File: src/design/pcp_pkg.sv
// ----------------------------------------------------------------------------
// pcp_pkg
// Shared constants, types and tables of the polygon centroid / polar block.
// ----------------------------------------------------------------------------
`default_nettype none

package pcp_pkg;

   localparam int MAX_VERTICES = 32;
   localparam int CORDIC_STEPS = 16;
   localparam int SQRT_STEPS   = 18;
   localparam int POL_STEPS    = (CORDIC_STEPS > SQRT_STEPS) ? CORDIC_STEPS : SQRT_STEPS;
   localparam int POL_CNT_W    = $clog2(POL_STEPS);
   localparam int ADDR_W       = $clog2(MAX_VERTICES);
   localparam int CNT_W        = $clog2(MAX_VERTICES + 1);
   localparam int NUM_W        = 60;
   localparam int DEN_W        = 43;
   localparam int DIV_CNT_W    = $clog2(NUM_W);
   localparam int CRD_W        = 32;

   localparam logic [1:0] ST_OK   = 2'd0;
   localparam logic [1:0] ST_FEW  = 2'd1;
   localparam logic [1:0] ST_AREA = 2'd2;
   localparam logic [1:0] ST_OVF  = 2'd3;

   typedef enum logic [1:0] {
      DSEL_CX0,
      DSEL_CY0,
      DSEL_CX,
      DSEL_CY
   } div_sel_type;

   typedef enum logic [4:0] {
      S_LOAD,
      S_CHECK,
      S_WX0,
      S_DY0,
      S_WY0,
      S_ARDI,
      S_ARDJ,
      S_AMUL,
      S_ASUB,
      S_AWMUL,
      S_AACC,
      S_ACHK,
      S_DX,
      S_WX,
      S_DY,
      S_WY,
      S_PRD,
      S_PDIFF,
      S_PSQ,
      S_PSTART,
      S_PRUN,
      S_ERD,
      S_EOUT
   } state_type;

   typedef struct packed {
      logic              store_wr;
      logic              clear_poly;
      logic [ADDR_W-1:0] rd_addr;
      logic [ADDR_W-1:0] idx;
      logic              div_start;
      div_sel_type       div_sel;
      logic              div_take;
      logic              acc_clear;
      logic              cap_i;
      logic              area_mul;
      logic              area_sub;
      logic              area_wmul;
      logic              area_acc;
      logic              den_load;
      logic              pol_diff;
      logic              pol_sq;
      logic              pol_start;
      logic              pol_store;
      logic              out_load;
      logic [1:0]        out_status;
      logic              out_last;
   } cmd_type;

   typedef struct packed {
      logic             div_busy;
      logic             pol_busy;
      logic             out_free;
      logic             overflow;
      logic             area_bad;
      logic [CNT_W-1:0] count;
   } stat_type;

   function automatic logic [31:0] atan_val(input logic [4:0] i);
      logic [31:0] v;
      case (i)
         5'd0:    v = 32'h20000000;
         5'd1:    v = 32'h12E4051E;
         5'd2:    v = 32'h09FB385B;
         5'd3:    v = 32'h051111D4;
         5'd4:    v = 32'h028B0D43;
         5'd5:    v = 32'h0145D7E1;
         5'd6:    v = 32'h00A2F61E;
         5'd7:    v = 32'h00517C55;
         5'd8:    v = 32'h0028BE53;
         5'd9:    v = 32'h00145F2F;
         5'd10:   v = 32'h000A2F98;
         5'd11:   v = 32'h000517CC;
         5'd12:   v = 32'h00028BE6;
         5'd13:   v = 32'h000145F3;
         5'd14:   v = 32'h0000A2FA;
         5'd15:   v = 32'h0000517D;
         5'd16:   v = 32'h000028BE;
         5'd17:   v = 32'h0000145F;
         5'd18:   v = 32'h00000A30;
         5'd19:   v = 32'h00000518;
         5'd20:   v = 32'h0000028C;
         5'd21:   v = 32'h00000146;
         5'd22:   v = 32'h000000A3;
         5'd23:   v = 32'h00000051;
         default: v = 32'h00000000;
      endcase
      return v;
   endfunction

endpackage

`default_nettype wire

File: src/design/pcp_ctrl.sv
// ----------------------------------------------------------------------------
// pcp_ctrl
// Sequencer: load, fan centre, area pass, centroid, polar pass, emit.
// ----------------------------------------------------------------------------
`default_nettype none

module pcp_ctrl (
   input  wire logic             clock,
   input  wire logic             reset,
   input  wire logic             req_valid,
   input  wire logic             req_last,
   output logic                  req_ready,
   input  wire pcp_pkg::stat_type stat,
   output pcp_pkg::cmd_type      cmd
);
   import pcp_pkg::*;

   state_type         state_ff, state_in;
   logic [ADDR_W-1:0] idx_ff, idx_in;
   logic              idx_last;
   logic [ADDR_W-1:0] jidx;

   assign idx_last = ((CNT_W'(idx_ff) + CNT_W'(1)) == stat.count);
   assign jidx     = idx_last ? '0 : idx_ff + 1'b1;

   always_ff @(posedge clock) begin
      if (reset) begin
         state_ff <= S_LOAD;
         idx_ff   <= '0;
      end else begin
         state_ff <= state_in;
         idx_ff   <= idx_in;
      end
   end

   always_comb begin
      state_in    = state_ff;
      idx_in      = idx_ff;
      cmd         = '0;
      cmd.rd_addr = idx_ff;
      cmd.idx     = idx_ff;
      req_ready   = 1'b0;
      case (state_ff)
         S_LOAD: begin
            req_ready = 1'b1;
            if (req_valid) begin
               cmd.store_wr = 1'b1;
               if (req_last) begin
                  state_in = S_CHECK;
               end
            end
         end
         S_CHECK: begin
            if (stat.overflow || (stat.count < CNT_W'(3))) begin
               if (stat.out_free) begin
                  cmd.out_load   = 1'b1;
                  cmd.out_status = stat.overflow ? ST_OVF : ST_FEW;
                  cmd.out_last   = 1'b1;
                  cmd.clear_poly = 1'b1;
                  state_in       = S_LOAD;
               end
            end else begin
               cmd.acc_clear = 1'b1;
               cmd.div_start = 1'b1;
               cmd.div_sel   = DSEL_CX0;
               state_in      = S_WX0;
            end
         end
         S_WX0: begin
            cmd.div_sel = DSEL_CX0;
            if (!stat.div_busy) begin
               cmd.div_take = 1'b1;
               state_in     = S_DY0;
            end
         end
         S_DY0: begin
            cmd.div_sel   = DSEL_CY0;
            cmd.div_start = 1'b1;
            state_in      = S_WY0;
         end
         S_WY0: begin
            cmd.div_sel = DSEL_CY0;
            if (!stat.div_busy) begin
               cmd.div_take = 1'b1;
               idx_in       = '0;
               state_in     = S_ARDI;
            end
         end
         S_ARDI: begin
            state_in = S_ARDJ;
         end
         S_ARDJ: begin
            cmd.rd_addr = jidx;
            cmd.cap_i   = 1'b1;
            state_in    = S_AMUL;
         end
         S_AMUL: begin
            cmd.area_mul = 1'b1;
            state_in     = S_ASUB;
         end
         S_ASUB: begin
            cmd.area_sub = 1'b1;
            state_in     = S_AWMUL;
         end
         S_AWMUL: begin
            cmd.area_wmul = 1'b1;
            state_in      = S_AACC;
         end
         S_AACC: begin
            cmd.area_acc = 1'b1;
            if (idx_last) begin
               state_in = S_ACHK;
            end else begin
               idx_in   = idx_ff + 1'b1;
               state_in = S_ARDI;
            end
         end
         S_ACHK: begin
            if (stat.area_bad) begin
               if (stat.out_free) begin
                  cmd.out_load   = 1'b1;
                  cmd.out_status = ST_AREA;
                  cmd.out_last   = 1'b1;
                  cmd.clear_poly = 1'b1;
                  state_in       = S_LOAD;
               end
            end else begin
               cmd.den_load = 1'b1;
               state_in     = S_DX;
            end
         end
         S_DX: begin
            cmd.div_sel   = DSEL_CX;
            cmd.div_start = 1'b1;
            state_in      = S_WX;
         end
         S_WX: begin
            cmd.div_sel = DSEL_CX;
            if (!stat.div_busy) begin
               cmd.div_take = 1'b1;
               state_in     = S_DY;
            end
         end
         S_DY: begin
            cmd.div_sel   = DSEL_CY;
            cmd.div_start = 1'b1;
            state_in      = S_WY;
         end
         S_WY: begin
            cmd.div_sel = DSEL_CY;
            if (!stat.div_busy) begin
               cmd.div_take = 1'b1;
               idx_in       = '0;
               state_in     = S_PRD;
            end
         end
         S_PRD: begin
            state_in = S_PDIFF;
         end
         S_PDIFF: begin
            cmd.pol_diff = 1'b1;
            state_in     = S_PSQ;
         end
         S_PSQ: begin
            cmd.pol_sq = 1'b1;
            state_in   = S_PSTART;
         end
         S_PSTART: begin
            cmd.pol_start = 1'b1;
            state_in      = S_PRUN;
         end
         S_PRUN: begin
            if (!stat.pol_busy) begin
               cmd.pol_store = 1'b1;
               if (idx_last) begin
                  idx_in   = '0;
                  state_in = S_ERD;
               end else begin
                  idx_in   = idx_ff + 1'b1;
                  state_in = S_PRD;
               end
            end
         end
         S_ERD: begin
            state_in = S_EOUT;
         end
         S_EOUT: begin
            if (stat.out_free) begin
               cmd.out_load   = 1'b1;
               cmd.out_status = ST_OK;
               cmd.out_last   = idx_last;
               if (idx_last) begin
                  cmd.clear_poly = 1'b1;
                  idx_in         = '0;
                  state_in       = S_LOAD;
               end else begin
                  idx_in   = idx_ff + 1'b1;
                  state_in = S_ERD;
               end
            end
         end
         default: begin
            state_in = S_LOAD;
         end
      endcase
   end

endmodule

`default_nettype wire

File: config.mk
export PLATFORM = sky130hd
export DESIGN_NAME = pcp_ctrl
export DESIGN_NICKNAME = d
export VERILOG_FILES = /design/src/design/pcp_pkg.sv /design/src/design/pcp_ctrl.sv
export SDC_FILE = /design/constraint.sdc
export NUM_CORES = 1
export LEC_CHECK = 0
export ABC_AREA = 1
export BUFFER_PORTS_ARGS = -buffer_cell sky130_fd_sc_hd__clkbuf_2
export CORE_ASPECT_RATIO = 1.75
export CORE_MARGIN = 5
export CORE_UTILIZATION = 45
export DETAILED_ROUTE_END_ITERATION = 10
export PLACE_DENSITY = 0.84
export SLEW_MARGIN = 10
export SYNTH_ARGS = -nofsm -noshare
export SYNTH_HDL_FRONTEND = slang
export SYNTH_SLANG_ARGS = --single-unit
export TNS_END_PERCENT = 50
File: constraint.sdc
create_clock -name clock -period 1.6 [get_ports clock]
set_input_delay 0.16 -clock clock [delete_from_list [all_inputs] [get_ports clock]]
set_output_delay 0.16 -clock clock [all_outputs]
set_load 0.1 [all_outputs]
==> results of run 1 <==
logic make-up after synthesis:
logic type	Yosys count	synth area share [%]
fa+ha+maj	1	0.945
buf+inv	46	13.1
flops	10	15.1
compound gates	39	17.9
simple gates	142	52.9
Yosys cell counts (3+ instances only):
library cell	instances
inv_2	11
nor2_2	4
nand4_1	4
o21ai_1	5
nor3_1	6
nand3_2	3
nor2_4	3
nand3_1	17
nand2_2	8
a21oi_1	18
inv_1	33
o22ai_1	3
o21ai_0	6
nand2_1	57
nor2_1	31
dfxtp_1	10
nand3b_1	3
per-stage QoR:
step | TNS, ns | instance area (um2) | std cells
4_1_cts | -8.04 | 2790 | 356
3_5_place_dp | -4.88 | 2620 | 350
3_3_place_gp | -2.84 | 2620 | 350
2_1_floorplan | -10.67 | 1650 | 238
repair_timing:
item                                    in CTS
hold buffers                                 0
gates resized for setup                     27
cloned                                       0
endpoints found under the setup margin      29
pin swaps                                   14
buffers inserted                             2
==> impl_metrics.toml, run 1 <==
[placement]
port_buffers = 46
finalWeightedCongestion = 1.09
place_ws_ns = -0.341
hpwl_um = 5760

[cts]
htree_levels = 1
numClockSinks = 10
cts_buffer_depth = 2
numCtsBuffers = 3
cts-root-buf = "clkbuf_8"

[floorplan]
fp.dieW_um = 51
start_util_pct = 45.7
rows = 26
ioPinCount = 47
die_h_um = 81.8

[synthesis]
syn_area_mm2 = 0.00132
ys_seq_area_share_pct = 15.1
synth_area_per_cell_um2 = 5.56
synth_nets = 254
yosysWarnings = 0
synth_top_cell_by_area = "nand2_1"
synth-edff-count = 0
ys_top_cells_by_area = "nand2_1 16%, dfxtp_1 15%, inv_1 9.4%"
syn_inst = 238
synth_top_area_share_pct = 16.2
synth-seq-cells = 10
synth_flop_cell = "dfxtp_1"
async_flop_share_pct = 0
yosysUniqueCellTypes = 33

[grt]
grt_max_degree = 11

[sta]
crit_endpoint = "cmd[0]"
worstEpCategory = "top-level output"

[outcome]
lastStage = "global routing (5_1_grt)"
outcome = "stopped before the end"
error = "[ERROR DPL-0038] Utilization greater than 100%, impossible to legalize"
==> run 2: changes to the inputs <==
Settings changed: CORE_AREA set to 5 5 66 68, CORE_ASPECT_RATIO 1.75 to not set, CORE_MARGIN 5 to not set, CORE_UTILIZATION 45 to not set, DIE_AREA set to 0 0 71 73, PLACE_DENSITY 0.84 to not set, PLACE_DENSITY_LB_ADDON set to 0.15.
Clock period 1.6 ns to 2.1 ns, I/O delays scaled along.
==> impl_metrics.toml, run 2 <==
[floorplan]
placeableCoreArea_mm2 = 0.00380
ioPinCount = 47
fp.dieW_um = 71
rows = 23
fp.dieArea_mm2 = 0.00518
die_h_um = 73
start_util_pct = 34.8

[cts]
clkTransAtPathRegs_ns = 0.05
numClockSinks = 10
htree_levels = 1
postCtsHoldBufs = 0
numCtsBuffers = 3
clock_latency_ns = 0.24
cts_tree = "built"
cts-root-buf = "clkbuf_8"
cts_buffer_depth = 2

[detailed_routing]
wl_per_cell_um = 12.8
wirelength_um = 4610
first_pass_iters = 4
via_per_inst = 4.83
final_antenna_net_count = 0
drc_errors = 0
first_iter_violations = 118
vias = 1735

[power]
max-vdd-ir-drop_mv = 0.505
leakage_nw = 1.09
p_per_area_mw_per_mm2 = 297
p_total_mw = 0.687

[finish]
stdcell_area_mm2 = 0.00231
fin_nets = 326
final_cell_mix = "46 x nand2_1, 30 x inv_1, 29 x clkbuf_2, 26 x buf_4, 24 x nor2_1"
reg_top3 = "idx_ff (5), state_ff (5)"
syn2layout_area_growth_pct = 74.5
drive_gt1_share_pct = 49.8
num-fill-cells = 382
mostFrequentLayoutCell = "nand2_1"
antenna_cells = 0

[critical_path]
worstRegToRegCells = 12
worstPathArrival_ns = 1.86
required_ns = 1.89
reg2reg_slack_ns = 0.15
rr_startpoint = "idx_ff[0]"
crit_chain = "ha_4 > inv_2 > nand2_1 > nand3_2 > nor2_4 > nand3_4 > nor2_8 > nand2_4 > a21oi_4 > buf_12"
max_stage_delay_ns = 0.35
end_kind = "output pin"
cp_slowest_cell = "dfxtp_4"
startpoint_type = "register"
path_max_fanout = 3
timing.rr.end = "idx_ff[0]"
path_class = "reg2out"

[synthesis]
yosysUniqueCellTypes = 33
synth-edff-count = 0
synth_xor_area_share_pct = 0
ys_top_cells_by_area = "nand2_1 16%, dfxtp_1 15%, inv_1 9.4%"
synth-seq-cells = 10
synth_nets = 254
synth_area_per_cell_um2 = 5.56
synth_top_cell_by_area = "nand2_1"
syn_inst = 238
synthTopCellsByCount = "57 x nand2_1, 33 x inv_1, 31 x nor2_1, 18 x a21oi_1, 17 x nand3_1"
synth_mux_area_share_pct = 0
synth_top_area_share_pct = 16.2
async_flop_share_pct = 0
yosysMostFrequentCell = "nand2_1"
ys_seq_area_share_pct = 15.1
syn_area_mm2 = 0.00132
synthSimpleGateAreaFrac_pct = 52.9
synth_top_family_by_area = "simple AND/OR/NAND/NOR gates"
yosysWarnings = 0
synth_fa_ha_area_share_pct = 0.945
synth_flop_cell = "dfxtp_1"
synth_compound_area_share_pct = 17.9

[sta]
report.final.slew_viol_count = 0
rsz0062_at_grt = "true"
relSlewSlack_pct = 56.8
tightest_slew_ns = 0.645
final-setup-viol-count = 0
fin_hold_ws_ns = 0.276
max_freq_mhz = 483
fin_crit_sh_pct = 98.7
hold_violations = 0
setup_ws_ns = 0.0280
fin_crit_ns = 2.07
skew_ns = 0.00466

[placement]
place_area_mm2 = 0.00215
hpwl_um = 3940
finalWeightedCongestion = 0.939
place_ws_ns = -0.00512
port_buffers = 46

[grt]
antenna_found_initial = 0
grt_max_degree = 11
overflow = 0
grt_usage_pct = 18.7
grt_pass1_wl_um = 7850
grt_pass1_vias = 1668

[min_path]
hold_end = "state_ff[2]"
hold_depth = 2
hold_path.class = "in2reg"
hold_path_startpoint = "reset"

[job]
drv_cap = 0

[outcome]
outcome = "complete, no violations"
## run 2: how the worst max path moves through the flow
stage / slack [ns] / to / start
floorplan: -0.24 / cmd[1] / state_ff[2]
global placement: 0.08 / cmd[28] / idx_ff[1]
detailed placement: -0.005 / cmd[3] / state_ff[1]
CTS: 0.003 / cmd[29] / idx_ff[0]
global route: -0.06 / cmd[28] / idx_ff[0]
finish: 0.03 / cmd[29] / idx_ff[0]
## run 2: power by group
part / internal [mW] / switching [mW] / total [mW]
clock: 0.165 / 0.0731 / 0.238
sequential: 0.188 / 0.00915 / 0.197
combinational: 0.0744 / 0.177 / 0.252
## run 2: metrics by stage
step / setup TNS (ns) / utilization, % / std cells
final: 0 / 60.8 / 359
after global routing: -0.340 / 60.8 / 359
after CTS: 0 / 59.7 / 356
after detailed placement: -0.00774 / 56.7 / 348
after global placement: 0 / 56.7 / 348
after floorplan: -2.12 / - / 238
## run 2: what timing repair did
| item | 4_1_cts | 5_1_grt |
|---|---|---|
| buffers inserted | 4 | 3 |
| endpoints found under the setup margin | 9 | 9 |
| pin swaps | 7 | 9 |
| endpoints found under the hold margin | 0 | 0 |
| gates resized for setup | 4 | 8 |
## run 2: cell type report
class	count	area [um2]	area share, %
inverters	44	171	7.42
flip-flops and latches	10	225	9.75
multi-input cells	182	1170	50.9
well taps	50	62.6	2.71
clock buffers	4	55.1	2.38
repair buffers	69	621	26.9
## run 2: critical path: cells and delay by family, from the launching register on
| kind | cells | cell delay, ns |
|---|---|---|
| adders and majority gates | 1 | 0.27 |
| DFF | 1 | 0.35 |
| and+or+nand+nor | 6 | 0.59 |
| AOI/OAI and AO/OA | 1 | 0.18 |
| buffers and inverters | 2 | 0.24 |
## run 2: kinds of logic after synthesis
kind of cell               after synthesis
AOI/OAI and AO/OA                       39
buffers and inverters                   46
adders and majority gates                1
DFF                                     10
and+or+nand+nor                        142
## run 2: routing by layer
metal  GRT usage (%)  vias up  wire length, um  share of wire (%)
met2            29.6       49             2080                 45
met1            26.8      766             2240                 49
li1                -      916                -                  -
met4            4.80        0               30               0.65
met3            2.20        4              251                5.5
met5               0        -                0                  0
Power figures use the tool's default switching activity.
